File: config.mk
export PLATFORM = sky130hd
export DESIGN_NAME = http_request_tokenizer
export DESIGN_NICKNAME = d
export VERILOG_FILES = /design/src/sv/hrt_pkg.sv /design/src/sv/hrt_front.sv /design/src/sv/hrt_queue.sv /design/src/sv/http_request_tokenizer.sv
export SDC_FILE = /design/constraint.sdc
export NUM_CORES = 1
export LEC_CHECK = 0
export ABC_AREA = 1
export BUFFER_PORTS_ARGS = -buffer_cell sky130_fd_sc_hd__buf_2
export CAP_MARGIN = 20
export CORE_ASPECT_RATIO = 0.7
export CORE_MARGIN = 4
export CORE_UTILIZATION = 35
export CTS_CLUSTER_SIZE = 12
export DETAILED_ROUTE_END_ITERATION = 6
export PLACE_DENSITY_LB_ADDON = 0.3
export SLEW_MARGIN = 20
export SYNTH_ARGS = -nofsm -noshare
export SYNTH_HDL_FRONTEND = slang
export SYNTH_SLANG_ARGS = --single-unit
File: constraint.sdc
create_clock -name clk -period 5.9 [get_ports clk]
set_input_delay 1.18 -clock clk [delete_from_list [all_inputs] [get_ports clk]]
set_output_delay 1.18 -clock clk [all_outputs]
set_load 0.02 [all_outputs]
File: src/sv/hrt_pkg.sv
package hrt_pkg;

  localparam int MAX_HEADER_LIMIT_DEF = 64;
  localparam logic [6:0] HEADER_LIMIT_RST = 7'd12;

  // result queue between front and back
  localparam int Q_DEPTH = 8;
  localparam int Q_SLOTS = 3;

  localparam logic [1:0] REG_HEADER_LIMIT = 2'd0;

  localparam logic [7:0] CH_CR    = 8'h0D;
  localparam logic [7:0] CH_LF    = 8'h0A;
  localparam logic [7:0] CH_SP    = 8'h20;
  localparam logic [7:0] CH_COLON = 8'h3A;
  localparam logic [7:0] CH_PCT   = 8'h25;

  typedef enum logic [2:0] {
    PH_METHOD  = 3'd0,
    PH_URL     = 3'd1,
    PH_VERSION = 3'd2,
    PH_KEY     = 3'd3,
    PH_VALUE   = 3'd4
  } phase_t;

  typedef enum logic [2:0] {
    PK_NONE  = 3'd0,
    PK_CR    = 3'd1,
    PK_COLON = 3'd2,
    PK_PCT   = 3'd3,
    PK_PCT1  = 3'd4
  } pend_t;

  typedef enum logic [2:0] {
    EV_DATA = 3'd0,
    EV_END  = 3'd1,
    EV_DONE = 3'd2,
    EV_BAD  = 3'd3,
    EV_OVF  = 3'd4
  } event_t;

  localparam logic [2:0] TK_METHOD  = 3'd0;
  localparam logic [2:0] TK_URL     = 3'd1;
  localparam logic [2:0] TK_VERSION = 3'd2;
  localparam logic [2:0] TK_KEY     = 3'd3;
  localparam logic [2:0] TK_VALUE   = 3'd4;

  typedef struct packed {
    event_t     ev;
    logic [2:0] tok;
    logic [7:0] data;
    logic       last;
  } res_t;

  typedef struct packed {
    logic [1:0]             n;
    res_t [Q_SLOTS-1:0]     r;
  } push_t;

  function automatic res_t mk(event_t ev, logic [2:0] tok, logic [7:0] b);
    res_t x;
    x.ev   = ev;
    x.tok  = tok;
    x.data = (ev == EV_DATA) ? b : 8'h00;
    x.last = 1'b0;
    return x;
  endfunction

  function automatic logic is_hex(logic [7:0] c);
    return (c >= 8'h30 && c <= 8'h39) || (c >= 8'h61 && c <= 8'h66) ||
           (c >= 8'h41 && c <= 8'h46);
  endfunction

  function automatic logic [3:0] hex_val(logic [7:0] c);
    logic [3:0] v;
    v = 4'd0;
    if (c >= 8'h30 && c <= 8'h39) v = 4'(c - 8'h30);
    else if (c >= 8'h61 && c <= 8'h66) v = 4'(c - 8'h57);
    else if (c >= 8'h41 && c <= 8'h46) v = 4'(c - 8'h37);
    return v;
  endfunction

endpackage

File: src/sv/hrt_front.sv
module hrt_front #(
  parameter int MAX_HEADER_LIMIT = hrt_pkg::MAX_HEADER_LIMIT_DEF
) (
  input  logic          clk,
  input  logic          rst,
  input  logic          s_tvalid,
  output logic          s_tready,
  input  logic [7:0]    s_tdata,
  input  logic [6:0]    header_limit,
  input  logic          space_ok,
  output hrt_pkg::push_t push
);

  localparam int LimCap = (MAX_HEADER_LIMIT < 127) ? MAX_HEADER_LIMIT : 127;
  localparam logic [6:0] LIM_CAP = 7'(LimCap);

  hrt_pkg::phase_t phase, phase_next;
  hrt_pkg::pend_t  pend, pend_next;
  logic [7:0]      pending_hex, pending_hex_next;
  logic [6:0]      header_count, header_count_next;

  logic                          accept;
  logic [6:0]                    lim;
  logic [2:0]                    cur_tok;
  logic [1:0]                    n;
  logic                          use_plain;
  hrt_pkg::res_t [hrt_pkg::Q_SLOTS-1:0] r;

  assign s_tready = space_ok;
  assign accept   = s_tvalid & s_tready;

  always_comb begin
    lim = header_limit;
    if (lim == 7'd0) lim = 7'd1;
    if (lim > LIM_CAP) lim = LIM_CAP;
  end

  assign cur_tok = (phase > hrt_pkg::PH_VALUE) ? hrt_pkg::TK_VALUE : 3'(phase);

  always_comb begin
    phase_next        = phase;
    pend_next         = hrt_pkg::PK_NONE;
    pending_hex_next  = pending_hex;
    header_count_next = header_count;
    n                 = 2'd0;
    use_plain         = 1'b0;
    r                 = '0;

    case (pend)
      hrt_pkg::PK_CR: begin
        if (s_tdata == hrt_pkg::CH_LF) begin
          case (phase)
            hrt_pkg::PH_METHOD, hrt_pkg::PH_URL: begin
              r[n] = hrt_pkg::mk(hrt_pkg::EV_BAD, cur_tok, 8'h00);
              n = n + 2'd1;
              phase_next = hrt_pkg::PH_METHOD;
              header_count_next = 7'd0;
            end
            hrt_pkg::PH_VERSION: begin
              r[n] = hrt_pkg::mk(hrt_pkg::EV_END, hrt_pkg::TK_VERSION, 8'h00);
              n = n + 2'd1;
              phase_next = hrt_pkg::PH_KEY;
            end
            hrt_pkg::PH_KEY: begin
              // blank line: request complete
              r[n] = hrt_pkg::mk(hrt_pkg::EV_DONE, hrt_pkg::TK_KEY, 8'h00);
              n = n + 2'd1;
              phase_next = hrt_pkg::PH_METHOD;
              header_count_next = 7'd0;
            end
            default: begin
              r[n] = hrt_pkg::mk(hrt_pkg::EV_END, hrt_pkg::TK_VALUE, 8'h00);
              n = n + 2'd1;
              if (header_count < lim) begin
                header_count_next = header_count + 7'd1;
              end else begin
                r[n] = hrt_pkg::mk(hrt_pkg::EV_OVF, hrt_pkg::TK_VALUE, 8'h00);
                n = n + 2'd1;
              end
              phase_next = hrt_pkg::PH_KEY;
            end
          endcase
        end else begin
          // lone CR is data
          r[n] = hrt_pkg::mk(hrt_pkg::EV_DATA, cur_tok, hrt_pkg::CH_CR);
          n = n + 2'd1;
          use_plain = 1'b1;
        end
      end
      hrt_pkg::PK_COLON: begin
        if (s_tdata == hrt_pkg::CH_SP) begin
          r[n] = hrt_pkg::mk(hrt_pkg::EV_END, hrt_pkg::TK_KEY, 8'h00);
          n = n + 2'd1;
          phase_next = hrt_pkg::PH_VALUE;
        end else begin
          r[n] = hrt_pkg::mk(hrt_pkg::EV_DATA, hrt_pkg::TK_KEY, hrt_pkg::CH_COLON);
          n = n + 2'd1;
          use_plain = 1'b1;
        end
      end
      hrt_pkg::PK_PCT: begin
        if (hrt_pkg::is_hex(s_tdata)) begin
          pending_hex_next = s_tdata;
          pend_next = hrt_pkg::PK_PCT1;
        end else begin
          r[n] = hrt_pkg::mk(hrt_pkg::EV_DATA, hrt_pkg::TK_URL, hrt_pkg::CH_PCT);
          n = n + 2'd1;
          use_plain = 1'b1;
        end
      end
      hrt_pkg::PK_PCT1: begin
        if (hrt_pkg::is_hex(s_tdata)) begin
          r[n] = hrt_pkg::mk(hrt_pkg::EV_DATA, hrt_pkg::TK_URL,
                             {hrt_pkg::hex_val(pending_hex), hrt_pkg::hex_val(s_tdata)});
          n = n + 2'd1;
        end else begin
          // bad escape: pass both held bytes through
          r[n] = hrt_pkg::mk(hrt_pkg::EV_DATA, hrt_pkg::TK_URL, hrt_pkg::CH_PCT);
          n = n + 2'd1;
          r[n] = hrt_pkg::mk(hrt_pkg::EV_DATA, hrt_pkg::TK_URL, pending_hex);
          n = n + 2'd1;
          use_plain = 1'b1;
        end
        pending_hex_next = 8'h00;
      end
      default: begin
        use_plain = 1'b1;
      end
    endcase

    if (use_plain) begin
      if (s_tdata == hrt_pkg::CH_CR) begin
        pend_next = hrt_pkg::PK_CR;
      end else begin
        case (phase)
          hrt_pkg::PH_METHOD: begin
            if (s_tdata == hrt_pkg::CH_SP) begin
              r[n] = hrt_pkg::mk(hrt_pkg::EV_END, hrt_pkg::TK_METHOD, 8'h00);
              phase_next = hrt_pkg::PH_URL;
            end else begin
              r[n] = hrt_pkg::mk(hrt_pkg::EV_DATA, hrt_pkg::TK_METHOD, s_tdata);
            end
            n = n + 2'd1;
          end
          hrt_pkg::PH_URL: begin
            if (s_tdata == hrt_pkg::CH_SP) begin
              r[n] = hrt_pkg::mk(hrt_pkg::EV_END, hrt_pkg::TK_URL, 8'h00);
              n = n + 2'd1;
              phase_next = hrt_pkg::PH_VERSION;
            end else if (s_tdata == hrt_pkg::CH_PCT) begin
              pend_next = hrt_pkg::PK_PCT;
            end else begin
              r[n] = hrt_pkg::mk(hrt_pkg::EV_DATA, hrt_pkg::TK_URL, s_tdata);
              n = n + 2'd1;
            end
          end
          hrt_pkg::PH_VERSION: begin
            r[n] = hrt_pkg::mk(hrt_pkg::EV_DATA, hrt_pkg::TK_VERSION, s_tdata);
            n = n + 2'd1;
          end
          hrt_pkg::PH_KEY: begin
            if (s_tdata == hrt_pkg::CH_COLON) begin
              pend_next = hrt_pkg::PK_COLON;
            end else begin
              r[n] = hrt_pkg::mk(hrt_pkg::EV_DATA, hrt_pkg::TK_KEY, s_tdata);
              n = n + 2'd1;
            end
          end
          default: begin
            r[n] = hrt_pkg::mk(hrt_pkg::EV_DATA, hrt_pkg::TK_VALUE, s_tdata);
            n = n + 2'd1;
          end
        endcase
      end
    end

    if (n != 2'd0) r[n - 2'd1].last = 1'b1;
  end

  assign push.n = accept ? n : 2'd0;
  assign push.r = r;

  always_ff @(posedge clk) begin
    if (rst) begin
      phase        <= hrt_pkg::PH_METHOD;
      pend         <= hrt_pkg::PK_NONE;
      pending_hex  <= 8'h00;
      header_count <= 7'd0;
    end else if (accept) begin
      phase        <= phase_next;
      pend         <= pend_next;
      pending_hex  <= pending_hex_next;
      header_count <= header_count_next;
    end
  end

endmodule

File: src/sv/hrt_queue.sv
module hrt_queue (
  input  logic           clk,
  input  logic           rst,
  input  hrt_pkg::push_t push,
  output logic           space_ok,
  output logic           m_tvalid,
  input  logic           m_tready,
  output hrt_pkg::res_t  head
);

  localparam int PW = $clog2(hrt_pkg::Q_DEPTH);
  localparam int CW = $clog2(hrt_pkg::Q_DEPTH + 1);
  localparam logic [CW-1:0] SPACE_MAX = CW'(hrt_pkg::Q_DEPTH - hrt_pkg::Q_SLOTS);

  hrt_pkg::res_t mem [hrt_pkg::Q_DEPTH];
  logic [PW-1:0] wp, rp;
  logic [CW-1:0] count, count_next;
  logic          pop;

  assign m_tvalid = (count != '0);
  assign head     = mem[rp];
  assign pop      = m_tvalid & m_tready;
  // room for the worst-case burst of one input word
  assign space_ok = (count <= SPACE_MAX);

  assign count_next = count + CW'(push.n) - CW'(pop);

  always_ff @(posedge clk) begin
    for (int i = 0; i < hrt_pkg::Q_SLOTS; i++) begin
      if (2'(i) < push.n) mem[wp + PW'(i)] <= push.r[i];
    end
  end

  always_ff @(posedge clk) begin
    if (rst) begin
      wp    <= '0;
      rp    <= '0;
      count <= '0;
    end else begin
      wp    <= wp + PW'(push.n);
      rp    <= rp + PW'(pop);
      count <= count_next;
    end
  end

endmodule

File: src/sv/http_request_tokenizer.sv
// HTTP/1.1 request header tokenizer.
// Slave stream: one raw request byte per word in s_tdata[7:0].
// Master stream: one token event per word; m_tdata carries the data byte,
// m_tuser the event code and token id, m_tlast marks the final event that
// one input byte caused. An input byte gives zero to three events.
// The front stage classifies a byte in the cycle it is accepted and writes
// its events into an 8-entry result queue; the back drains one event per
// cycle while m_tready is high. Queue memory and count are registered.
// Throughput: one byte per cycle while the queue holds at most five
// events; bytes that expand to two or three events are absorbed by the
// queue, and the sustained output rate is one event per cycle while
// m_tready is high. A stalled receiver fills the queue; s_tready drops
// once fewer than three entries are free, so no event is ever dropped.
// Reset (rst, synchronous) empties the queue, returns the parser to the
// method field of the request line and sets header_limit to 12, at APB
// byte address 0. The user must write it only while idle (no check).
module http_request_tokenizer #(
  parameter int MAX_HEADER_LIMIT = hrt_pkg::MAX_HEADER_LIMIT_DEF
) (
  input  logic        clk,
  input  logic        rst,
  input  logic        s_tvalid,
  output logic        s_tready,
  input  logic [7:0]  s_tdata,   // [7:0] in_byte
  output logic        m_tvalid,
  input  logic        m_tready,
  output logic [7:0]  m_tdata,   // [7:0] data_byte
  output logic [5:0]  m_tuser,   // [2:0] event_res, [5:3] token
  output logic        m_tlast,
  input  logic        psel,
  input  logic        penable,
  input  logic        pwrite,
  input  logic [1:0]  paddr,
  input  logic [31:0] pwdata,
  output logic [31:0] prdata,
  output logic        pready
);

  logic [6:0]     header_limit;
  logic           space_ok;
  hrt_pkg::push_t push;
  hrt_pkg::res_t  head;

  assign pready = 1'b1;

  always_ff @(posedge clk) begin
    if (rst) begin
      header_limit <= hrt_pkg::HEADER_LIMIT_RST;
    end else if (psel && penable && pwrite && pready &&
                 paddr == hrt_pkg::REG_HEADER_LIMIT) begin
      header_limit <= pwdata[6:0];
    end
  end

  assign prdata = (paddr == hrt_pkg::REG_HEADER_LIMIT) ? {25'd0, header_limit} : 32'd0;

  hrt_front #(
    .MAX_HEADER_LIMIT(MAX_HEADER_LIMIT)
  ) u_front (
    .clk          (clk),
    .rst          (rst),
    .s_tvalid     (s_tvalid),
    .s_tready     (s_tready),
    .s_tdata      (s_tdata),
    .header_limit (header_limit),
    .space_ok     (space_ok),
    .push         (push)
  );

  hrt_queue u_queue (
    .clk      (clk),
    .rst      (rst),
    .push     (push),
    .space_ok (space_ok),
    .m_tvalid (m_tvalid),
    .m_tready (m_tready),
    .head     (head)
  );

  assign m_tdata = head.data;
  assign m_tuser = {head.tok, head.ev};
  assign m_tlast = head.last;

endmodule

==> impl_results.md <==
* Overflow after GRT at 0
* Site Rows at 54
* Seq/Total Area, Yosys at 0.384
* Yosys top cell by area: edfxtp_1
* Ant diodes at 0
* Min Tclk post-route at 4.74 ns
* Dpl hpwl at 27.3 mm
* Min-delay src: u_front.pending_hex[7]
* Largest net degree at the start of global routing at 62
* Width of the chip at 223 um
* GRT Overall Usage at 0.217
* CP startpoint kind: primary input
* Vias per inst at 5.30
* Mapped Area at 11,400 um2
* Slew margin rel. at 0.242
* First-pass GRT wire length at 60.0 mm
* CP Data Arrival Time at 4.96 ns
* Layout Utilization at 0.399
* Depth of the CTS H-tree at 4
* Crit path launch: s_tdata[1]
* Mean Syn Cell Area at 6.98 um2
* Post-CTS setup buffer count at 0
* Period utilization at 0.804
* Peak supply drop at 0.227 mV
* Layout cells sized above 1 at 0.108
* Slew Viols, Final at 0
* Synthesis warning total at 0
* TNS Setup at 0 ns
* Hold buffers post-CTS at 0
* Setup violators final at 0
* I/O pin cnt at 99
* Min Hold Slack at 0.460 ns
* Area growth syn-to-layout at 10.9%
* CP required at 6.12 ns
* Routability cong. at 0.945
* CTS clk-pin slew, worst paths at 0.07 ns
* Yosys reg bits at 158
* Initial antenna violation count at 1
* Most frequent cells in the layout: nand2_1, nor2_1, nand3_1
* CP max FO at 11
* Via count at 11,100
* Die area at 35,400 um2
* Avg WL per Cell at 18.7 um
* Initial Util at 0.360
* Fin. Hold Viols at 0
* Detailed Routing Iterations Pass 1 at 6
* Top-area cell type share of the netlist area at 0.317
* CP Capture Type: flop
* Most common cell after layout, fill and taps aside: nand2_1
* Max Clock Skew at 0.0115 ns
* Unrepaired setup endpoints after global routing: false
* Crit path kind: primary input to flop
* Clock Sink Count at 158
* Die height at 159 um
* Outcome: completed
* Worst-Skew Late Latency at 0.46 ns
* Post-cts resize count at 0
* Routed WL at 39.1 mm
* Final #Nets at 1,739
* Fmax at 211 MHz
* Pwr Density at 457 nW/um2
* IO Port Bufs at 47
* Max Cap Viol at 0
* Netlist cell types at 50
* Leakage at 5.79 nW
* Clock root buffer master: clkbuf_16
* DRT iter0 DRCs at 1,337
* CTS tree: done
* Fill count at 3,221
* Bufs on Longest Clock Path at 2
* FF-to-FF Start: header_limit[1]
* Synth top area cells: edfxtp_1, nand2_1, nor2_1, dfxtp_1, nand3_1
* Vias in the first global route at 10,200
* Worst slew pin tran at 1.13 ns
* Min-delay worst type: flop to flop
* CTS Buf Count at 17
* Post-Syn Instances at 1,628
* DRC viols at 0
* Post-route ant nets at 0
* CORE AREA at 31,600 um2
==> synthesized netlist by cell type, drive strengths merged <==
cell type,number
ha,29
clkbuf,48
fa,2
o21bai,1
a21oi,27
o31ai,2
clkinv,4
xnor2,3
o221ai,1
edfxtp,120
and2,1
buf,60
conb,2
nor3b,2
a2111oi,2
o32ai,1
nand4,22
nand2,598
dfxtp,38
nand3b,2
a211oi,10
o22ai,15
a31oi,16
or2,2
nand3,140
nor2,223
o2bb2ai,1
inv,108
o211ai,4
xor2,5
o21ai,118
nor3,21
==> per-stage QoR <==
| stage | power (W) | instances | area (um2) | setup slack (ns) |
|---|---|---|---|---|
| 3_3_place_gp | 0.00453 | 2059 | 12000 | 0.849 |
| 5_1_grt | 0.00616 | 2092 | 12600 | 1.01 |
| 4_1_cts | 0.00573 | 2091 | 12600 | 1.30 |
| 6_report | 0.00576 | 2092 | 12600 | 1.16 |
| 2_1_floorplan | 0.00368 | 1652 | 11400 | 1.70 |
| 3_5_place_dp | 0.00457 | 2059 | 12000 | 0.850 |
==> sequential cells by signal, indices dropped and copies added, names as in the netlist <==
name                  flops
u_queue.rp                3
u_front.header_count      7
u_queue.wp                3
u_front.pending_hex       8
u_front.pend              3
header_limit              7
u_queue.mem             120
u_queue.count             4
u_front.phase             3
==> power breakdown <==
group	total, W	internal, W	switching (W)	leakage (nW)
Sequential	0.00163	0.00156	0.0000739	1.40
Combinational	0.00296	0.000800	0.00216	4.07
Clock	0.00117	0.000644	0.000522	0.310
Total	0.00576	0.00300	0.00276	5.79
==> critical path: stages <==
cell,delay (ns)
buf_2,0.15
inv_1,0.13
ha_1,0.23
inv_1,0.08
nand3_1,0.11
nand3_2,0.14
nand2_2,0.11
nor2_1,0.23
inv_1,0.09
nand2_1,0.10
nor2_1,0.07
nand2_1,0.11
inv_1,0.07
ha_1,0.30
inv_1,0.14
nand2_8,0.10
nand3_4,0.13
buf_4,0.39
nand2_1,0.29
nand2_1,0.13
nand3_1,0.36
buf_12,0.31
==> worst paths after layout <==
check / to / slack [ns] / cells past startpoint
max: u_queue.mem[6][13] / 1.16 / 22
min: u_front.pending_hex[7] / 0.46 / 2
max reg2reg: u_queue.mem[6][13] / 1.53 / 22
min reg2reg: u_front.pending_hex[7] / 0.46 / 2
==> layer usage <==
layer / vias up / share of wire / track usage
met4: 2 / 0.020 / 0.0633
met3: 80 / 0.11 / 0.0622
met1: 5118 / 0.45 / 0.316
met5: - / 0.00033 / 0
met2: 537 / 0.42 / 0.312
li1: 5350 / - / -
==> final cells by class <==
cell class / instances / area [um2] / area share
Clock buffer: 21 / 514 / 0.0408
Inverter: 112 / 423 / 0.0336
Sequential cell: 158 / 4370 / 0.347
Clock inverter: 11 / 105 / 0.00834
Multi-Input combinational cell: 1274 / 6050 / 0.480
Tap cell: 420 / 526 / 0.0417
Timing Repair Buffer: 96 / 616 / 0.0489
==> kinds of logic (layout without fill, tap and decap cells) <==
kind of cell / count (synthesis) / after routing / synth area share
and+or+nand+nor: 1011 / 1011 / 0.382
adders and majority gates: 31 / 31 / 0.0355
buffers and inverters: 220 / 240 / 0.0920
AOI/OAI and AO/OA: 198 / 198 / 0.0998
DFF: 158 / 158 / 0.384
other: 2 / 26 / 0.000661
xor gates and xnor gates: 8 / 8 / 0.00617
(Power assumes the default switching activity.)
